$ cat src/design/qpc_pkg.sv
// Shared types, codes and widths of the qualified pulse counter.
package qpc_pkg;

	localparam int TIME_W = 63;
	localparam int TOTAL_W = 64;
	localparam int PEND_W = 32;
	localparam int LOST_W = 32;
	localparam int MS_W = 16;
	localparam int US_W = 26;
	localparam int US_PER_MS = 1000;
	localparam int FUNC_W = 3;

	localparam int DEF_PENDING_BITS = 32;
	localparam int DEF_TOTAL_BITS = 64;

	localparam int ADDR_W = 4;
	localparam int DATA_W = 32;

	localparam int IN_TDATA_W = 128;
	localparam int OUT_TDATA_W = 256;

	localparam int OUT_COUNTED_LSB = 0;
	localparam int OUT_REPORT_LSB = 1;
	localparam int OUT_TOTAL_LSB = 2;
	localparam int OUT_PEND_LSB = OUT_TOTAL_LSB + TOTAL_W;
	localparam int OUT_LOST_LSB = OUT_PEND_LSB + PEND_W;
	localparam int OUT_LAST_LSB = OUT_LOST_LSB + LOST_W;
	localparam int OUT_PREV_LSB = OUT_LAST_LSB + TIME_W;

	typedef enum logic [FUNC_W-1:0] {
		FN_START = 3'd0,
		FN_END   = 3'd1,
		FN_WAKE  = 3'd2,
		FN_TAKE  = 3'd3,
		FN_SET   = 3'd4
	} func_t;

	typedef enum logic [1:0] {
		REG_DEBOUNCE  = 2'd0,
		REG_MIN_WIDTH = 2'd1,
		REG_ENABLE    = 2'd2,
		REG_BLOCK     = 2'd3
	} reg_idx_t;

	typedef struct packed {
		logic [US_W-1:0] debounce_us;
		logic [US_W-1:0] min_width_us;
		logic            active;
	} cfg_t;

endpackage

$ cat src/design/qpc_regs.sv
// APB configuration registers of the qualified pulse counter.
module qpc_regs (
	input  logic                         clk,
	input  logic                         arst_n,
	input  logic                         psel,
	input  logic                         penable,
	input  logic                         pwrite,
	input  logic [qpc_pkg::ADDR_W-1:0]   paddr,
	input  logic [qpc_pkg::DATA_W-1:0]   pwdata,
	output logic [qpc_pkg::DATA_W-1:0]   prdata,
	output logic                         pready,
	output qpc_pkg::cfg_t                cfg
);

	logic [qpc_pkg::MS_W-1:0] deb_ms_q;
	logic [qpc_pkg::MS_W-1:0] mwidth_ms_q;
	logic [qpc_pkg::US_W-1:0] debounce_us_q;
	logic [qpc_pkg::US_W-1:0] min_width_us_q;
	logic                     enable_q;
	logic                     block_q;
	logic                     wr_en;
	qpc_pkg::reg_idx_t        idx;
	logic [qpc_pkg::US_W-1:0] wr_us;

	assign pready = 1'b1;
	assign wr_en = psel && penable && pwrite;
	assign idx = qpc_pkg::reg_idx_t'(paddr[3:2]);
	assign wr_us = qpc_pkg::US_W'(pwdata[qpc_pkg::MS_W-1:0])
		* qpc_pkg::US_W'(qpc_pkg::US_PER_MS);

	always_ff @(posedge clk or negedge arst_n) begin
		if (!arst_n) begin
			deb_ms_q <= '0;
			mwidth_ms_q <= '0;
			debounce_us_q <= '0;
			min_width_us_q <= '0;
			enable_q <= 1'b1;
			block_q <= 1'b0;
		end else if (wr_en) begin
			unique case (idx)
				qpc_pkg::REG_DEBOUNCE: begin
					deb_ms_q <= pwdata[qpc_pkg::MS_W-1:0];
					debounce_us_q <= wr_us;
				end
				qpc_pkg::REG_MIN_WIDTH: begin
					mwidth_ms_q <= pwdata[qpc_pkg::MS_W-1:0];
					min_width_us_q <= wr_us;
				end
				qpc_pkg::REG_ENABLE: enable_q <= pwdata[0];
				qpc_pkg::REG_BLOCK: block_q <= pwdata[0];
				default: ;
			endcase
		end
	end

	always_comb begin
		prdata = '0;
		unique case (idx)
			qpc_pkg::REG_DEBOUNCE: prdata = qpc_pkg::DATA_W'(deb_ms_q);
			qpc_pkg::REG_MIN_WIDTH: prdata = qpc_pkg::DATA_W'(mwidth_ms_q);
			qpc_pkg::REG_ENABLE: prdata = qpc_pkg::DATA_W'(enable_q);
			qpc_pkg::REG_BLOCK: prdata = qpc_pkg::DATA_W'(block_q);
			default: prdata = '0;
		endcase
	end

	assign cfg.debounce_us = debounce_us_q;
	assign cfg.min_width_us = min_width_us_q;
	assign cfg.active = enable_q && !block_q;

endmodule

$ cat src/design/qpc_core.sv
// Event register, pulse qualification, counter state and result register.
module qpc_core #(
	parameter int PENDING_BITS = qpc_pkg::DEF_PENDING_BITS,
	parameter int TOTAL_BITS = qpc_pkg::DEF_TOTAL_BITS
) (
	input  logic                             clk,
	input  logic                             arst_n,
	input  qpc_pkg::cfg_t                    cfg,
	input  logic                             s_tvalid,
	output logic                             s_tready,
	input  logic [qpc_pkg::IN_TDATA_W-1:0]   s_tdata,
	input  logic [qpc_pkg::FUNC_W-1:0]       s_tuser,
	output logic                             m_tvalid,
	input  logic                             m_tready,
	output logic [qpc_pkg::OUT_TDATA_W-1:0]  m_tdata
);

	localparam int TW = qpc_pkg::TIME_W;

	// input register
	logic                            valid_s1;
	logic [qpc_pkg::FUNC_W-1:0]      func_s1;
	logic [TW-1:0]                   time_s1;
	logic [qpc_pkg::TOTAL_W-1:0]     total_in_s1;

	// result register
	logic                            valid_s2;
	logic [qpc_pkg::OUT_TDATA_W-1:0] data_s2;

	// counter state
	logic [TOTAL_BITS-1:0]           total_q;
	logic [PENDING_BITS-1:0]         pend_q;
	logic [qpc_pkg::LOST_W-1:0]      lost_q;
	logic [TW-1:0]                   last_q;
	logic [TW-1:0]                   prev_q;
	logic [TW-1:0]                   start_q;

	logic                            adv;
	logic [TW:0]                     since_last;
	logic                            spacing_ok;
	logic [TW-1:0]                   width;
	logic                            start_ok;
	logic                            width_ok;
	logic                            hit;
	logic                            take;
	logic                            set;
	logic                            report;
	logic [TOTAL_BITS-1:0]           total_nxt;
	logic [PENDING_BITS-1:0]         pend_upd;
	logic [qpc_pkg::LOST_W-1:0]      lost_upd;
	logic [TW-1:0]                   last_nxt;
	logic [TW-1:0]                   prev_nxt;

	assign adv = valid_s1 && (!valid_s2 || m_tready);
	assign s_tready = !valid_s1 || !valid_s2 || m_tready;

	always_ff @(posedge clk or negedge arst_n) begin
		if (!arst_n) begin
			valid_s1 <= 1'b0;
		end else if (s_tready) begin
			valid_s1 <= s_tvalid;
		end
	end

	always_ff @(posedge clk) begin
		if (s_tvalid && s_tready) begin
			func_s1 <= s_tuser;
			time_s1 <= s_tdata[TW-1:0];
			total_in_s1 <= s_tdata[TW +: qpc_pkg::TOTAL_W];
		end
	end

	// qualification
	assign since_last = {1'b0, time_s1} - {1'b0, last_q};
	assign spacing_ok = !since_last[TW] && (since_last[TW-1:0] >= TW'(cfg.debounce_us));
	assign width = time_s1 - start_q;
	assign start_ok = (start_q != '0) && (start_q <= time_s1);
	assign width_ok = (cfg.min_width_us == '0) || (start_ok && (width >= TW'(cfg.min_width_us)));

	always_comb begin
		hit = 1'b0;
		take = 1'b0;
		set = 1'b0;
		unique case (qpc_pkg::func_t'(func_s1))
			qpc_pkg::FN_END: hit = cfg.active && width_ok
				&& ((cfg.debounce_us == '0) || spacing_ok);
			qpc_pkg::FN_WAKE: hit = cfg.active && spacing_ok;
			qpc_pkg::FN_TAKE: take = 1'b1;
			qpc_pkg::FN_SET: set = 1'b1;
			default: ;
		endcase
	end

	// counter updates
	always_comb begin
		total_nxt = total_q;
		pend_upd = pend_q;
		lost_upd = lost_q;
		last_nxt = last_q;
		prev_nxt = prev_q;
		if (set) begin
			total_nxt = total_in_s1[TOTAL_BITS-1:0];
			pend_upd = '0;
			lost_upd = '0;
		end else if (hit) begin
			prev_nxt = last_q;
			last_nxt = time_s1;
			if (!(&total_q)) begin
				total_nxt = total_q + 1'b1;
			end
			if (&pend_q) begin
				if (!(&lost_q)) begin
					lost_upd = lost_q + 1'b1;
				end
			end else begin
				pend_upd = pend_q + 1'b1;
			end
		end
	end

	assign report = take && ((pend_q != '0) || (lost_q != '0));

	always_ff @(posedge clk or negedge arst_n) begin
		if (!arst_n) begin
			total_q <= '0;
			pend_q <= '0;
			lost_q <= '0;
			last_q <= '0;
			prev_q <= '0;
			start_q <= '0;
		end else if (adv) begin
			total_q <= total_nxt;
			pend_q <= take ? '0 : pend_upd;
			lost_q <= take ? '0 : lost_upd;
			last_q <= last_nxt;
			prev_q <= prev_nxt;
			if (qpc_pkg::func_t'(func_s1) == qpc_pkg::FN_START) begin
				start_q <= time_s1;
			end
		end
	end

	// result register
	always_ff @(posedge clk or negedge arst_n) begin
		if (!arst_n) begin
			valid_s2 <= 1'b0;
		end else if (!valid_s2 || m_tready) begin
			valid_s2 <= valid_s1;
		end
	end

	always_ff @(posedge clk) begin
		if (adv) begin
			data_s2 <= {prev_nxt, last_nxt, lost_upd,
				qpc_pkg::PEND_W'(pend_upd), qpc_pkg::TOTAL_W'(total_nxt), report, hit};
		end
	end

	assign m_tvalid = valid_s2;
	assign m_tdata = data_s2;

endmodule

$ cat src/design/qualified_pulse_counter.sv
// Top level of the qualified pulse counter.
// Usage:
// Events enter on the s_ stream: s_tuser carries the event code (start, end,
// wakeup, take report, set total), s_tdata the timestamp and the new total.
// Every event gives exactly one result item on the m_ stream with the
// counted and report flags, the total, pending and lost counts and the last
// two valid pulse times.
// Path: an accepted item is first held in the input register; its result is
// then written into the output register, which drives m_tvalid. Throughput
// is one item per cycle while the receiver does not stall, set by the single
// pass from the input register through the qualification compares and the
// counter increments into the output register.
// When the receiver stalls, the output register holds its item and the input
// register still takes one more item; s_tready then drops until m_tready
// returns.
// Reset clears all counts and times, debounce and minimum width to zero,
// counting to enabled and not blocked. Write the APB registers only while
// no item is in flight.
module qualified_pulse_counter #(
	parameter int PENDING_BITS = qpc_pkg::DEF_PENDING_BITS,
	parameter int TOTAL_BITS = qpc_pkg::DEF_TOTAL_BITS
) (
	input  logic                             clk,
	input  logic                             arst_n,
	input  logic                             psel,
	input  logic                             penable,
	input  logic                             pwrite,
	input  logic [qpc_pkg::ADDR_W-1:0]       paddr,
	input  logic [qpc_pkg::DATA_W-1:0]       pwdata,
	output logic [qpc_pkg::DATA_W-1:0]       prdata,
	output logic                             pready,
	input  logic                             s_tvalid,
	output logic                             s_tready,
	// time_us[62:0], total_value[126:63], zero pad [127]
	input  logic [qpc_pkg::IN_TDATA_W-1:0]   s_tdata,
	// func[2:0]
	input  logic [qpc_pkg::FUNC_W-1:0]       s_tuser,
	output logic                             m_tvalid,
	input  logic                             m_tready,
	// counted[0], has_report[1], total_count[65:2], pending_count[97:66],
	// lost_count[129:98], last_time_us[192:130], prev_time_us[255:193]
	output logic [qpc_pkg::OUT_TDATA_W-1:0]  m_tdata
);

	qpc_pkg::cfg_t cfg;

	qpc_regs u_regs (
		.clk     (clk),
		.arst_n  (arst_n),
		.psel    (psel),
		.penable (penable),
		.pwrite  (pwrite),
		.paddr   (paddr),
		.pwdata  (pwdata),
		.prdata  (prdata),
		.pready  (pready),
		.cfg     (cfg)
	);

	qpc_core #(
		.PENDING_BITS (PENDING_BITS),
		.TOTAL_BITS   (TOTAL_BITS)
	) u_core (
		.clk      (clk),
		.arst_n   (arst_n),
		.cfg      (cfg),
		.s_tvalid (s_tvalid),
		.s_tready (s_tready),
		.s_tdata  (s_tdata),
		.s_tuser  (s_tuser),
		.m_tvalid (m_tvalid),
		.m_tready (m_tready),
		.m_tdata  (m_tdata)
	);

endmodule

$ cat config.mk
export PLATFORM = sky130hd
export DESIGN_NAME = qualified_pulse_counter
export DESIGN_NICKNAME = d
export VERILOG_FILES = /design/src/design/qpc_pkg.sv /design/src/design/qpc_regs.sv /design/src/design/qpc_core.sv /design/src/design/qualified_pulse_counter.sv
export SDC_FILE = /design/constraint.sdc
export NUM_CORES = 2
export LEC_CHECK = 0
export BUFFER_PORTS_ARGS = -buffer_cell sky130_fd_sc_hd__buf_2
export CAP_MARGIN = 20
export CORE_MARGIN = 10
export CORE_UTILIZATION = 50
export CTS_CLUSTER_SIZE = 12
export DETAILED_ROUTE_END_ITERATION = 10
export PLACE_DENSITY = 0.69
export SYNTH_ARGS = -nofsm -noshare
export SYNTH_HDL_FRONTEND = slang
export SYNTH_SLANG_ARGS = --single-unit
$ cat constraint.sdc
create_clock -name clk -period 13.9 [get_ports clk]
set_input_delay 2.78 -clock clk [delete_from_list [all_inputs] [get_ports clk]]
set_output_delay 2.78 -clock clk [all_outputs]
set_load 0.01 [all_outputs]
==> impl_metrics.tcl <==
set metrics [dict create \
    outcome "finished clean" \
    grt_pass1_vias 37190 \
    ys_seq_area_share_pct 45.53 \
    drt_iter0_markers 3854 \
    grt_overflow_total 0 \
    antenna_found_initial 5 \
    cts_sinks 781 \
    vias_per_cell 6.065 \
    relSlewSlack_pct 22.08 \
    clock_skew_ps 31.36 \
    period_share_pct 64.57 \
    p_per_area_mw_per_mm2 172.1 \
    synth_edf_count 386 \
    synth_flop_cell "dfrtp_1" \
    portBuffers 428 \
    initial_core_util_pct 50.46 \
    yosysWarnings 0 \
    setup_viol_count_final 0 \
    worst-setup-path-type "flip-flop to flip-flop" \
    clk_pin_slew_worst_paths_ps 60 \
    netlist_area_mm2 0.04717 \
    slowest_stage "dfrtp_1" \
    vias 38630 \
    grt_max_degree 157 \
    io_pins 465 \
    hp-class "flip-flop to flip-flop" \
    crit_path_max_incr_delay_ps 510 \
    grtUsageTotal_pct 25.69 \
    syn_area_per_cell_um2 9.936 \
    post_cts_buffers 0 \
    arrival_ps 9380 \
    path_max_fanout 83 \
    max_freq_ghz 0.1114 \
    place.gp.congestion 0.9610 \
    yosys_register_bits 781 \
    drt-pass1-iter-count 8 \
    cts_buffers 87 \
    area_growth_pct 12.31 \
    drt_wl_total_mm 141.7 \
    worst_pin_slew_ps 1169 \
    core_mm2 0.09347 \
    ir_drop_mv 0.1179 \
    layout.nets 5498 \
    ys_async_sr_fraction_pct 50.58 \
    clk_latency_ps 680 \
    cp-start-kind "flip-flop" \
    cp_common_cell "buf_4" \
    finalHoldViolCount 0 \
    slew_violations 0 \
    dpl.hpwl_mm 103.2 \
    synth.distinct_cells 105 \
    grt_pass1_wl_mm 219.3 \
    die_h_um 327.1 \
    rsz0062_at_grt "false" \
    root_buffer "clkbuf_16" \
    cts_tree "done" \
    layout_min_cycle_time_ps 8975 \
    pre_cts_ws_ps 4945 \
    tns_ps 0 \
    p_leak_nw 21.82 \
    critPathCaptureType "flip-flop" \
    post_cts_resized 0 \
    cap_violations 0 \
    avgRoutedWirePerCell_um 22.24 \
    cts_max_level 3 \
    clock_tree.buffer_depth 3 \
    detail-route-antenna-nets 0 \
    num_rows 112 \
    finalPower_w 0.009115 \
    utilization_pct 56.68 \
    setup_ws_ps 4925 \
    hold-worst-slack_ps 485.5 \
    hold_buffers 0 \
    worst_ep_required_time_ps 14310 \
    syn_inst 4747 \
    drive_gt1_share_pct 17.01 \
    dieWidth_um 327.1 \
    route.detailed.drc 0 \
    die_area_mm2 0.1070 \
]
## cell usage in the layout (no fill, tap or decap), drive strengths merged, types with 18 or more instances in the layout
cell type,netlist,layout
a211oi,33,33
a21o,66,66
a21oi,261,261
a311oi,21,21
a31oi,35,35
a32oi,18,18
and2,23,23
and3,61,61
buf,95,466
clkbuf,183,133
dfrtp,394,394
edfxtp,386,386
fa,55,55
ha,230,230
inv,281,286
mux2,253,253
mux2i,50,50
nand2,492,492
nand2b,35,35
nand3,140,140
nand4,110,110
nor2,310,310
nor3,115,115
nor4,85,85
o211ai,59,59
o21a,34,34
o21ai,330,330
o21bai,36,36
o22ai,41,41
o31ai,30,30
or3,68,68
or4,39,39
xnor2,79,79
xor2,56,56
## state kept, by name, indices dropped and copies added (netlist names)
name                   count
u_core.m_tdata           256
u_core.total_in_s1        64
u_core.total_q            64
u_core.last_q             63
u_core.prev_q             63
u_core.start_q            63
u_core.time_s1            63
u_core.lost_q             32
u_core.pend_q             32
u_regs.debounce_us_q      21
u_regs.min_width_us_q     21
u_regs.deb_ms_q           16
u_regs.mwidth_ms_q        16
u_core.func_s1             3
u_core.m_tvalid            1
u_core.valid_s1            1
u_regs.block_q             1
u_regs.enable_q            1
## routing by layer
| layer | wire length, um | global-route usage (%) | vias to the layer above | share of wire [%] |
|---|---|---|---|---|
| li1 | - | - | 18050 | - |
| met2 | 66540 | 42.08 | 1585 | 47 |
| met5 | 40 | 0 | - | 0.028 |
| met4 | 4958 | 9.243 | 6 | 3.5 |
| met1 | 59020 | 33.73 | 18730 | 42 |
| met3 | 11100 | 4.916 | 256 | 7.8 |
## layout make-up
type | count | area (um^2)
Inverter | 281 | 1067
Clock inverter | 31 | 350.3
Fill cell | 8107 | 40490
Timing Repair Buffer | 466 | 2475
Multi-Input combinational cell | 3422 | 23510
Tap cell | 1254 | 1569
Antenna cell | 2 | 5.005
Clock buffer | 133 | 2522
Sequential cell | 781 | 21480
## cells in the mapped netlist, types with 36 or more instances
cell      number  area [um^2]
a21o_1        66        495.5
a21oi_1      260         1301
and3_1        61        381.6
buf_2         52        260.3
clkbuf_1     181        679.4
dfrtp_1      394         9859
edfxtp_1     386        11590
fa_1          55         1101
ha_1         230         2878
inv_1        279         1047
mux2_1        45        506.7
mux2_2       208         2342
mux2i_1       50        500.5
nand2_1      489         1836
nand3_1      139        695.7
nand4_1      107        669.4
nor2_1       308         1156
nor3_1       114        570.6
nor4_1        84        525.5
o211ai_1      59        442.9
o21ai_0      249         1246
o21ai_1       79        395.4
o21bai_1      36        270.3
o22ai_1       40        250.2
or3_1         68        425.4
or4_1         39        292.8
xnor2_1       79        691.9
xor2_1        56        490.5
## critical path: cells and delay by family (launching register included)
family | cells | cell delay, ps
buf+inv | 6 | 1670
mux | 1 | 200
flops | 1 | 510
compound gates | 11 | 2300
xor+xnor | 1 | 170
simple gates | 9 | 2870
fa+ha+maj | 3 | 950
## where the power goes
group | switching [W] | internal [W]
sequential | 0.000342 | 0.00289
combinational | 0.00216 | 0.00141
clock | 0.000970 | 0.00135
total | 0.00347 | 0.00564
## path summary, 6_finish.rpt
check	start	to	cells past startpoint	slack [ps]
worst max register to register	u_core.last_q[0]$_DFFE_PN0P_	u_core.m_tdata[11]$_DFFE_PP_	31	4930
worst min-delay path	u_core.prev_q[57]$_DFFE_PN0P_	u_core.prev_q[57]$_DFFE_PN0P_	1	490
min in group asynchronous	arst_n	u_core.pend_q[7]$_DFFE_PN0P_	1	2080
worst min register to register	u_core.prev_q[57]$_DFFE_PN0P_	u_core.prev_q[57]$_DFFE_PN0P_	1	490
max in group asynchronous	arst_n	u_core.prev_q[49]$_DFFE_PN0P_	3	9580
worst max-delay path	u_core.last_q[0]$_DFFE_PN0P_	u_core.m_tdata[11]$_DFFE_PP_	31	4930
## cell families after synthesis
logic type | count (synthesis) | share of synthesized area, %
and+or+nand+nor | 1549 | 16.06
other | 2 | 0.01592
DFF | 781 | 45.53
muxes | 304 | 7.149
buffers and inverters | 559 | 4.902
adders and majority gates | 285 | 8.435
xor gates and xnor gates | 135 | 2.507
AOI/OAI and AO/OA | 1132 | 15.40
## through the flow
stage | instances | area, um^2
global placement | 6203 | 50080
floorplan | 4762 | 47220
CTS | 6367 | 52950
detailed placement | 6203 | 50080
global route | 6369 | 52970
finish | 6370 | 52980
No activity file was read; power rests on OpenSTA's default activity.
